--- src/hw/rtl/unique_key_set_table_macros.svh ---
// Assertion macros for the unique key set table.
// Used by ukst_dpath; they expect clk and arst_n in scope.
`ifndef UNIQUE_KEY_SET_TABLE_MACROS_SVH
`define UNIQUE_KEY_SET_TABLE_MACROS_SVH

// Same-cycle implication, checked out of reset
`define UKST_ASSERT_NOW(label, ante, cons, msg) \
	label: assert property (@(posedge clk) disable iff (!arst_n) (ante) |-> (cons)) \
		else $error(msg);

// Next-cycle implication, checked out of reset
`define UKST_ASSERT_NEXT(label, ante, cons, msg) \
	label: assert property (@(posedge clk) disable iff (!arst_n) (ante) |=> (cons)) \
		else $error(msg);

`endif

--- src/hw/rtl/ukst_pkg.sv ---
// Shared constants and types for the unique key set table.
// No dependencies; imported by every module of the block.
`timescale 1ns / 1ps

package ukst_pkg;

	localparam int CAPACITY = 16;
	localparam int KEY_BITS = 32;
	localparam int IDX_BITS = (CAPACITY > 1) ? $clog2(CAPACITY) : 1;
	localparam int CNT_BITS = $clog2(CAPACITY + 1);

	localparam logic [CNT_BITS-1:0] CAP_CNT = CNT_BITS'(CAPACITY);

	// operation codes; the unused code behaves as a look up
	localparam logic [1:0] OP_INSERT = 2'd0;
	localparam logic [1:0] OP_REMOVE = 2'd1;
	localparam logic [1:0] OP_LOOKUP = 2'd2;

	// commands from controller to datapath
	typedef struct packed {
		logic latch;     // take the input transaction
		logic scan_rd;   // read the next stored key for comparison
		logic append;    // write the key after the held keys
		logic refuse;    // flag the insert as refused
		logic rm_rd;     // read the last held key, drop the count
		logic move_wr;   // write the last key into the freed slot
		logic load_out;  // load the result register
	} ukst_cmd_t;

	// status from datapath to controller
	typedef struct packed {
		logic count_zero;
		logic scan_last;
		logic found;
		logic full;
		logic op_insert;
		logic op_remove;
		logic out_free;
	} ukst_sts_t;

endpackage

--- src/hw/rtl/ukst_ctrl.sv ---
// Controller state machine for the unique key set table.
// Depends on ukst_pkg; drives ukst_dpath through ukst_cmd_t.
`timescale 1ns / 1ps

module ukst_ctrl import ukst_pkg::*; (
	input  logic      clk,
	input  logic      arst_n,
	input  logic      in_valid,
	output logic      in_stall,
	input  ukst_sts_t sts,
	output ukst_cmd_t cmd
);

	typedef enum logic [5:0] {
		ST_IDLE   = 6'b000001,
		ST_SCAN   = 6'b000010,
		ST_DRAIN  = 6'b000100,
		ST_DECIDE = 6'b001000,
		ST_MOVE   = 6'b010000,
		ST_DONE   = 6'b100000
	} ukst_state_t;

	ukst_state_t state_q, state_d;

	assign in_stall = (state_q != ST_IDLE);

	// next state and commands
	always_comb begin
		state_d = state_q;
		cmd     = '0;
		case (state_q)
			ST_IDLE: begin
				if (in_valid) begin
					cmd.latch = 1'b1;
					state_d   = sts.count_zero ? ST_DECIDE : ST_SCAN;
				end
			end
			ST_SCAN: begin
				cmd.scan_rd = 1'b1;
				if (sts.scan_last) begin
					state_d = ST_DRAIN;
				end
			end
			ST_DRAIN: begin
				state_d = ST_DECIDE;
			end
			ST_DECIDE: begin
				state_d = ST_DONE;
				if (sts.op_insert && !sts.found) begin
					if (sts.full) begin
						cmd.refuse = 1'b1;
					end else begin
						cmd.append = 1'b1;
					end
				end else if (sts.op_remove && sts.found) begin
					cmd.rm_rd = 1'b1;
					state_d   = ST_MOVE;
				end
			end
			ST_MOVE: begin
				cmd.move_wr = 1'b1;
				state_d     = ST_DONE;
			end
			ST_DONE: begin
				if (sts.out_free) begin
					cmd.load_out = 1'b1;
					state_d      = ST_IDLE;
				end
			end
			default: begin
				state_d = ST_IDLE;
			end
		endcase
	end

	// hold state
	always_ff @(posedge clk or negedge arst_n) begin
		if (!arst_n) begin
			state_q <= ST_IDLE;
		end else begin
			state_q <= state_d;
		end
	end

endmodule

--- src/hw/rtl/ukst_dpath.sv ---
// Datapath for the unique key set table: key memory, count, scan and result register.
// Depends on ukst_pkg and unique_key_set_table_macros.svh; steered by ukst_ctrl.
`timescale 1ns / 1ps
`include "unique_key_set_table_macros.svh"

module ukst_dpath import ukst_pkg::*; (
	input  logic                clk,
	input  logic                arst_n,
	input  logic [1:0]          op,
	input  logic [31:0]         key,
	input  logic                out_stall,
	output logic                out_valid,
	output logic                found,
	output logic                full_refused,
	output logic [CNT_BITS-1:0] count,
	input  ukst_cmd_t           cmd,
	output ukst_sts_t           sts
);

	logic [KEY_BITS-1:0] mem [CAPACITY];

	logic [1:0]          op_q;
	logic [KEY_BITS-1:0] key_q;
	logic [CNT_BITS-1:0] count_q;
	logic [IDX_BITS-1:0] scan_idx_q;
	logic [IDX_BITS-1:0] slot_q;
	logic                found_q;
	logic                refused_q;
	logic [KEY_BITS-1:0] rd_data_q;
	logic                rd_vld_s1;
	logic [IDX_BITS-1:0] addr_s1;
	logic                out_valid_q;
	logic                out_found_q;
	logic                out_refused_q;
	logic [CNT_BITS-1:0] out_count_q;

	logic [CNT_BITS-1:0] last_cnt;
	logic [IDX_BITS-1:0] rd_addr;
	logic                rd_en;
	logic [IDX_BITS-1:0] wr_addr;
	logic [KEY_BITS-1:0] wr_data;
	logic                wr_en;
	logic                hit;

	assign last_cnt = count_q - CNT_BITS'(1);
	assign hit      = rd_vld_s1 && (rd_data_q == key_q);

	// status towards the controller
	assign sts.count_zero = (count_q == '0);
	assign sts.scan_last  = ((CNT_BITS'(scan_idx_q) + CNT_BITS'(1)) == count_q);
	assign sts.found      = found_q;
	assign sts.full       = (count_q >= CAP_CNT);
	assign sts.op_insert  = (op_q == OP_INSERT);
	assign sts.op_remove  = (op_q == OP_REMOVE);
	assign sts.out_free   = !out_valid_q || !out_stall;

	// select memory ports
	assign rd_en   = cmd.scan_rd || cmd.rm_rd;
	assign rd_addr = cmd.rm_rd ? last_cnt[IDX_BITS-1:0] : scan_idx_q;
	assign wr_en   = cmd.append || cmd.move_wr;
	assign wr_addr = cmd.move_wr ? slot_q : count_q[IDX_BITS-1:0];
	assign wr_data = cmd.move_wr ? rd_data_q : key_q;

	// key memory, registered read
	always_ff @(posedge clk) begin
		if (wr_en) begin
			mem[wr_addr] <= wr_data;
		end
		if (rd_en) begin
			rd_data_q <= mem[rd_addr];
		end
	end

	// capture the transaction and track the scan
	always_ff @(posedge clk) begin
		if (cmd.latch) begin
			op_q  <= op;
			key_q <= key[KEY_BITS-1:0];
		end
		addr_s1 <= scan_idx_q;
		if (hit) begin
			slot_q <= addr_s1;
		end
	end

	// advance scan index and flags
	always_ff @(posedge clk or negedge arst_n) begin
		if (!arst_n) begin
			scan_idx_q <= '0;
			rd_vld_s1  <= 1'b0;
			found_q    <= 1'b0;
			refused_q  <= 1'b0;
		end else begin
			rd_vld_s1 <= cmd.scan_rd;
			if (cmd.latch) begin
				scan_idx_q <= '0;
				found_q    <= 1'b0;
				refused_q  <= 1'b0;
			end else begin
				if (cmd.scan_rd) begin
					scan_idx_q <= scan_idx_q + IDX_BITS'(1);
				end
				if (hit) begin
					found_q <= 1'b1;
				end
				if (cmd.refuse) begin
					refused_q <= 1'b1;
				end
			end
		end
	end

	// held key count
	always_ff @(posedge clk or negedge arst_n) begin
		if (!arst_n) begin
			count_q <= '0;
		end else if (cmd.append) begin
			count_q <= count_q + CNT_BITS'(1);
		end else if (cmd.rm_rd) begin
			count_q <= last_cnt;
		end
	end

	// result register, held until the transaction is taken
	always_ff @(posedge clk or negedge arst_n) begin
		if (!arst_n) begin
			out_valid_q <= 1'b0;
		end else if (cmd.load_out) begin
			out_valid_q <= 1'b1;
		end else if (!out_stall) begin
			out_valid_q <= 1'b0;
		end
	end

	always_ff @(posedge clk) begin
		if (cmd.load_out) begin
			out_found_q   <= found_q;
			out_refused_q <= refused_q;
			out_count_q   <= count_q;
		end
	end

	assign out_valid    = out_valid_q;
	assign found        = out_found_q;
	assign full_refused = out_refused_q;
	assign count        = out_count_q;

	`UKST_ASSERT_NOW(a_count_bound, 1'b1, count_q <= CAP_CNT, "count above capacity")
	`UKST_ASSERT_NOW(a_append_room, cmd.append, count_q < CAP_CNT, "append into full table")
	`UKST_ASSERT_NOW(a_refuse_full, cmd.refuse, count_q == CAP_CNT, "refused while not full")
	`UKST_ASSERT_NOW(a_remove_held, cmd.rm_rd, found_q && count_q != '0, "remove without a match")
	`UKST_ASSERT_NEXT(a_load_valid, cmd.load_out, out_valid_q, "result not presented")

endmodule

--- src/hw/rtl/unique_key_set_table.sv ---
// Top level of the unique key set table: controller plus datapath.
// Depends on ukst_pkg, ukst_ctrl and ukst_dpath.
//
//   channel | handshake            | payload
//   --------+----------------------+------------------------------
//   input   | in_valid, in_stall   | op[1:0], key[31:0]
//   output  | out_valid, out_stall | found, full_refused, count[4:0]
//
// A transaction steps through accept, a scan of one stored key per cycle, a drain, a decision,
// a move on a remove that hits, and the result load, which waits while the output is stalled.
// An empty table skips the scan and drain.
// Reset clears the count and control; the key memory is not cleared.
// The input is stalled while a transaction is in work; a stalled output holds its result,
// and the next transaction may be taken meanwhile.
`timescale 1ns / 1ps

module unique_key_set_table import ukst_pkg::*; (
	input  logic                clk,
	input  logic                arst_n,
	input  logic                in_valid,
	output logic                in_stall,
	input  logic [1:0]          op,
	input  logic [31:0]         key,
	output logic                out_valid,
	input  logic                out_stall,
	output logic                found,
	output logic                full_refused,
	output logic [CNT_BITS-1:0] count
);

	ukst_cmd_t cmd;
	ukst_sts_t sts;

	ukst_ctrl u_ctrl (
		.clk      (clk),
		.arst_n   (arst_n),
		.in_valid (in_valid),
		.in_stall (in_stall),
		.sts      (sts),
		.cmd      (cmd)
	);

	ukst_dpath u_dpath (
		.clk          (clk),
		.arst_n       (arst_n),
		.op           (op),
		.key          (key),
		.out_stall    (out_stall),
		.out_valid    (out_valid),
		.found        (found),
		.full_refused (full_refused),
		.count        (count),
		.cmd          (cmd),
		.sts          (sts)
	);

endmodule
--- config.mk ---
export PLATFORM = sky130hd
export DESIGN_NAME = unique_key_set_table
export DESIGN_NICKNAME = d
export VERILOG_FILES = /design/src/hw/rtl/ukst_pkg.sv /design/src/hw/rtl/ukst_ctrl.sv /design/src/hw/rtl/ukst_dpath.sv /design/src/hw/rtl/unique_key_set_table.sv
export VERILOG_INCLUDE_DIRS = /design/src /design/src/hw/rtl
export SDC_FILE = /design/constraint.sdc
export NUM_CORES = 1
export LEC_CHECK = 0
export ABC_AREA = 0
export BUFFER_PORTS_ARGS = -buffer_cell sky130_fd_sc_hd__buf_4
export CORE_MARGIN = 2
export CORE_UTILIZATION = 25
export DETAILED_ROUTE_END_ITERATION = 10
export RECOVER_POWER = 100
export SLEW_MARGIN = 20
export SYNTH_ARGS = -nofsm -noshare
export SYNTH_HDL_FRONTEND = slang
export SYNTH_SLANG_ARGS = --single-unit
--- constraint.sdc ---
create_clock -name clk -period 9.9 [get_ports clk]
set_input_delay 1.98 -clock clk [delete_from_list [all_inputs] [get_ports clk]]
set_output_delay 1.98 -clock clk [all_outputs]
set_load 0.02 [all_outputs]
==> results of run 1 <==
## power groups by stage
stage                     combinational, mW  clock [mW]  sequential (mW)
after floorplan                       0.604           0             3.15
after detailed placement              0.845           0             3.19
after CTS                             0.848        2.22             3.14
final                                 0.820        2.17             3.14
after global placement                0.818           0             3.19
after global routing                  0.886        2.32             3.15
## registers in the layout, indices dropped and copies added, names as in the netlist
| signal | flops |
|---|---|
| u_dpath.rd_data_q | 32 |
| u_dpath.found_q | 1 |
| u_dpath.slot_q | 4 |
| u_dpath.rd_vld_s1 | 1 |
| u_dpath.key_q | 32 |
| u_dpath.full_refused | 1 |
| u_dpath.addr_s1 | 4 |
| u_dpath.found | 1 |
| u_dpath.refused_q | 1 |
| u_dpath.out_valid | 1 |
| u_dpath.mem | 512 |
| u_dpath.scan_idx_q | 4 |
| u_dpath.count | 5 |
| u_ctrl.state_q | 6 |
| u_dpath.count_q | 5 |
| u_dpath.op_q | 2 |
## per-stage QoR
| step | instances | util | instance area [um2] | hold slack, ps | power, mW |
|---|---|---|---|---|---|
| after floorplan | 1324 | - | 23700 | 345 | 3.76 |
| after global placement | 2600 | 0.272 | 25800 | 387 | 4.01 |
| after detailed placement | 2600 | 0.272 | 25800 | 391 | 4.03 |
| after CTS | 2702 | 0.292 | 27600 | 407 | 6.20 |
| after global routing | 2702 | 0.290 | 27400 | 422 | 6.35 |
| final | 2702 | 0.290 | 27400 | 409 | 6.13 |
## worst max-delay path by stage
stage / startpoint / endpoint / cells past startpoint
floorplan: in_valid / u_dpath.key_q[0] / 2
global placement: u_ctrl.state_q[1] / u_dpath.rd_data_q[2] / 9
detailed placement: u_ctrl.state_q[1] / u_dpath.rd_data_q[14] / 9
CTS: u_ctrl.state_q[1] / u_dpath.rd_data_q[3] / 9
global route: u_ctrl.state_q[0] / u_dpath.mem[14][23] / 6
finish: u_ctrl.state_q[0] / u_dpath.mem[13][3] / 6
## per-layer routing
layer | vias to the layer above | share of wire
met1 | 6458 | 0.46
met4 | 0 | 0.020
li1 | 5445 | -
met5 | - | 0
met3 | 70 | 0.074
met2 | 427 | 0.44
## worst max-delay path, stage by stage (launching register included)
cell	delay (ps)
dfstp_1	600
nor2_1	80
nand4b_1	100
clkbuf_1	2450
a31oi_1	890
nor2_1	1600
buf_4	650
## layout make-up
| class | count | area (um2) |
|---|---|---|
| timing repair buffer | 75 | 509 |
| multi-input combinational | 637 | 5240 |
| clock inverter | 36 | 375 |
| clock buffer | 66 | 1460 |
| fill | 9310 | 67100 |
| sequential | 612 | 18200 |
| inverter | 11 | 41.3 |
| tap | 1265 | 1580 |
## placed cells by master, fill, tap and decap left out, types with 3 or more instances in the layout
master and instances:
mux2_1 32, clkinv_2 14, xnor2_1 11, or4_1 33
xor2_1 35, nor4_1 9, nand2_1 26, dfxtp_1 4
ha_1 4, clkbuf_16 57, inv_1 11, a21oi_1 5
nand4_1 3, o21ai_0 3, nor2_1 24, nor2b_1 3
o32ai_1 3, clkinv_1 11, buf_4 24, edfxtp_1 589
a32oi_1 3, clkbuf_4 28, nand3_1 7, clkbuf_1 30
a31oi_1 4, dfrtp_1 18, nor3_1 10, mux2i_1 257
nor2_4 9, o22ai_1 129, bufinv_16 6
## cells by family (layout without fill, tap and decap cells)
kind of cell | Yosys count | in the layout | share of synthesized area
simple gates | 139 | 139 | 0.0327
xor+xnor | 46 | 46 | 0.0170
flops | 612 | 612 | 0.768
mux | 289 | 289 | 0.124
buf+inv | 75 | 188 | 0.0134
compound gates | 159 | 159 | 0.0429
fa+ha+maj | 4 | 4 | 0.00211
==> out/metrics.yaml, run 1 <==
status:
  outcome: "finished, violations left"
  violations: "max-capacitance violations, max-slew violations"
grt:
  grt_max_degree: 137
  grt_overflow: 0
  grt.busiest_layer: "met2"
  grtUsageMet2: 0.175
  grt_pass1_vias: 12500
  antenna_found_initial: 0
  grt_first_pass_wirelength_um: 84000
  met3_usage: 0.0236
  track_usage: 0.117
  grtUsageMet1: 0.170
final_layout:
  drive_gt1_frac: 0.104
  area_growth_pct: 15.6
  fin_nets: 1435
  antenna_cells: 0
setup_path:
  r2r_start: "u_ctrl.state_q[0]"
  timing.rr.end: "u_dpath.mem[13][3]"
  cp.arrival_ps: 7020
  cp-end-kind: "register"
  startpoint_type: "register"
  reg2reg_depth: 6
  worst_ep_required_time_ps: 10150
  worstSetupPathType: "register to register"
  ff2ff_setup_slack_ps: 3130
  crit_fanout: 45
logic_synthesis:
  synth.top_cells.by_area: "edfxtp_1 74%, mux2i_1 11%, o22ai_1 3.4%, dfrtp_1 1.9%, mux2_2 1.5%"
  yosys.area.top_type: "edfxtp_1"
  synth.cells.most_frequent: "589 x edfxtp_1, 257 x mux2i_1, 129 x o22ai_1"
  synth_edf_count: 589
  ys_types: 51
  synth_seq_cells: 612
  syn-num-nets: 1366
  yosysSeqAreaShare: 0.768
  synth_top_area_frac: 0.745
  async_flop_share: 0.0310
  avgSynthCellArea_um2: 17.9
  synthFlopType: "edfxtp_1"
  yosysMostFrequentCell: "edfxtp_1"
  synth_cells: 1324
  synthesis.area_um2: 23700
  ys_warn_count: 0
cts:
  cts.sinks: 612
  clk_pin_slew_ps: 70
  cts_tree: "built"
  htreeDepth: 2
  cts-root-buf: "clkbuf_16"
  max-clock-path-buffers: 3
  cts_hold_buf: 0
  cts_inserted_buffers: 56
  worstSkewPairLatency_ps: 650
  cts.repair.resized: 0
  post-cts-setup-buffers: 0
die:
  rows: 113
  io_pins: 47
  dieArea_um2: 97500
  core_area_um2: 94600
  initial_utilization: 0.251
  die_h_um: 312
  die_x_um: 312
detailed_routing:
  totalWireLength_um: 58100
  drc: 0
  wl_per_cell_um: 21.5
  drt-vias-per-instance: 4.59
  first_pass_iters: 5
  dr_total_vias: 12400
  drtIter0Drc: 1169
  final_antenna_net_count: 0
power_and_ir_drop:
  leakage_nw: 10.0
  clockPowerShare: 0.354
  p_per_area_nw_per_um2: 223
  cell_internal_pwr_mw: 4.57
  seqPwrFrac: 0.512
  switching_share: 0.254
  p_comb_frac: 0.134
  power_switching_mw: 1.56
  vdd.ir_drop.worst_uv: 135
sta:
  fmax_mhz: 148
  finalCriticalPeriod_ps: 6770
  relSlewSlack: -1.33
  drv_slew: 169
  hold_viol_final: 0
  setup-tns-final_ps: 0
  setup-violations-final: 0
  post-route-period-util: 0.683
  grt_setup_unrepaired: "false"
  layout_setup_ws_ps: 3130
  fin_skew_ps: 43.0
  tightest_slew_ps: 3500
worst_hold_path:
  hold_depth: 0
  hold_start: "u_dpath.addr_s1[3]"
  hold_end: "u_dpath.slot_q[3]"
  holdCritPathClass: "register to register"
place:
  gp_congestion: 0.783
  place_ws_ps: 5540
  dp_hpwl_um: 28900
  port_buffers: 46
job:
  drv_cap: 7
Power figures use the tool's default switching activity.
==> run 2: changes to the inputs <==
==> constraint.sdc (replaced) <==
create_clock -name clk -period 6.4 [get_ports clk]
set_input_delay 1.28 -clock clk [delete_from_list [all_inputs] [get_ports clk]]
set_output_delay 1.28 -clock clk [all_outputs]
set_load 0.02 [all_outputs]
==> out/metrics.yaml, run 2 (synthesized netlist as in run 1, its figures left out) <==
status:
  outcome: "finished, violations left"  # unchanged
  violations: "max-capacitance violations, max-slew violations"  # unchanged
setup_path:
  critPathSlowestCell: "clkbuf_1"  # unchanged
  cp.arrival_ps: 5360  # was 7020 ps
  worst_ep_required_time_ps: 6760  # was 10,150 ps
  path_cells: "nor4_1 -> nand3_2 -> inv_1 -> mux2i_4 -> clkbuf_1 -> mux2i_1 -> o22ai_1 -> or4_1"  # was nor2_1 -> nand4b_1 -> clkbuf_1 -> a31oi_1 -> nor2_1 -> buf_4
  cp-end-kind: "register"  # unchanged
  cp-startpoint: "u_ctrl.state_q[1]"  # was u_ctrl.state_q[0]
  max_stage_delay_ps: 1020  # was 2450 ps
  crit_fanout: 16  # was 45
  worstSetupPathType: "register to register"  # unchanged
  r2r_start: "u_ctrl.state_q[1]"  # was u_ctrl.state_q[0]
  startpoint_type: "register"  # unchanged
cts:
  cts_tree: "built"  # unchanged
  max-clock-path-buffers: 3  # unchanged
  htreeDepth: 2  # unchanged
  clk_pin_slew_ps: 60  # was 70 ps
  cts_inserted_buffers: 59  # was 56
  post-cts-setup-buffers: 0  # unchanged
  cts_hold_buf: 0  # unchanged
  worstSkewPairLatency_ps: 630  # was 650 ps
  cts-root-buf: "clkbuf_16"  # unchanged
  cts.repair.resized: 0  # unchanged
  cts.sinks: 612  # unchanged
grt:
  antenna_found_initial: 1  # was 0
  track_usage: 0.115  # was 0.117
  grt_max_degree: 84  # was 137
  grt_first_pass_wirelength_um: 83700  # was 84,000 um
  met3_usage: 0.0233  # was 0.0236
  grt_pass1_vias: 12500  # about the same
  grtUsageMet1: 0.166  # was 0.170
  grtUsageMet2: 0.177  # was 0.175
  grt_overflow: 0  # unchanged
  grt.busiest_layer: "met2"  # unchanged
final_layout:
  regArea_um2: 18200  # unchanged
  fillerInstances: 9260  # was 9,310
  largest_reg_flops: 512  # unchanged
  largest_register: "u_dpath.mem"  # unchanged
  fin_nets: 1442  # was 1,435
  fin_area_um2: 27600  # was 27,400 um2
  reg_top3: "u_dpath.mem (512), u_dpath.key_q (32), u_dpath.rd_data_q (32)"  # unchanged
  layout_commonest_cell: "edfxtp_1"  # unchanged
  drive_gt1_frac: 0.108  # was 0.104
  post-route-util: 0.292  # was 0.290
  area_growth_pct: 16.3  # was 15.6%
  layout_common_cells: "589 x edfxtp_1, 256 x mux2i_1, 129 x o22ai_1"  # was 589 x edfxtp_1, 257 x mux2i_1, 129 x o22ai_1
  multi_input_comb_area_um2: 5280  # was 5240 um2
sta:
  setup-tns-final_ps: 0  # unchanged
  relSlewSlack: -1.02  # was -1.33
  setup-violations-final: 0  # unchanged
  finalHoldWorstSlack_ps: 411  # was 409 ps
  finalCriticalPeriod_ps: 5000  # was 6770 ps
  fmax_mhz: 200  # was 148 MHz
  tightest_slew_ps: 3030  # was 3500 ps
  drv_slew: 65  # was 169
  post-route-period-util: 0.781  # was 0.683
  hold_viol_final: 0  # unchanged
  grt_setup_unrepaired: "false"  # unchanged
  fin_skew_ps: 37.4  # was 43.0 ps
detailed_routing:
  drc: 0  # unchanged
  wl_per_cell_um: 21.1  # was 21.5 um
  final_antenna_net_count: 0  # unchanged
  drtIter0Drc: 1215  # was 1,169
  first_pass_iters: 5  # unchanged
  dr_total_vias: 12300  # was 12,400
  drt-vias-per-instance: 4.53  # was 4.59
  totalWireLength_um: 57200  # was 58,100 um
die:
  dieArea_um2: 97500  # unchanged
  io_pins: 47  # unchanged
  die_h_um: 312  # unchanged
  rows: 113  # unchanged
  initial_utilization: 0.251  # unchanged
  die_x_um: 312  # unchanged
  core_area_um2: 94600  # unchanged
place:
  dp_hpwl_um: 30400  # was 28,900 um
  gp_congestion: 0.776  # was 0.783
  placed_area_um2: 25800  # about the same
  port_buffers: 46  # unchanged
job:
  drv_cap: 2  # was 7
power_and_ir_drop:
  p_per_area_nw_per_um2: 351  # was 223 nW/um2
  leakage_nw: 10.1  # was 10.0 nW
  vdd.ir_drop.worst_uv: 275  # was 135 uV
worst_hold_path:
  hold_start: "u_dpath.addr_s1[1]"  # was u_dpath.addr_s1[3]
  holdCritPathClass: "register to register"  # unchanged
## run 2: final timing paths
check	to	slack [ps]	cells after the start
min reg2reg	u_dpath.slot_q[1]	410	0
max	u_dpath.rd_data_q[1]	1400	8
min	u_dpath.slot_q[1]	410	0
min in group asynchronous	u_dpath.count_q[0]	850	1
max reg2reg	u_dpath.rd_data_q[1]	1400	8
max in group asynchronous	u_dpath.count_q[2]	4880	1
## run 2: power by group
part	total, mW	switching, mW	internal, mW	leakage [nW]
Sequential	4.86	0.121	4.74	5.60
Clock	3.53	1.49	2.04	0.952
Combinational	1.30	0.856	0.448	3.53
Total	9.70	2.47	7.23	10.1
## run 2: final cells by class
cell class	count	area share
flip-flops and latches	612	0.661
inverters	11	0.00149
clock buffers	77	0.0563
multi-input cells	637	0.191
clock inverters	32	0.0146
repair buffers	79	0.0185
diodes	1	0.0000906
well taps	1265	0.0573
## run 2: stage by stage
step | power [mW] | std cells | worst slack (ps)
floorplan | 5.81 | 1324 | 2820
global placement | 6.25 | 2604 | 2430
detailed placement | 6.28 | 2604 | 2430
CTS | 9.81 | 2713 | 2370
global route | 10.1 | 2713 | 1110
finish | 9.70 | 2714 | 1400
## run 2: layer usage
layer	wire length, um	share of wire	vias to the layer above
li1	-	-	5473
met1	25800	0.45	6294
met2	25800	0.45	457
met3	4520	0.079	65
met4	1030	0.018	0
met5	0	0	-
## run 2: worst max-delay path, delay by kind of cell, from the launching register on
kind	cells	cell delay [ps]
simple gates	3	1640
flops	1	420
mux	2	1110
compound gates	1	110
buf+inv	2	1440
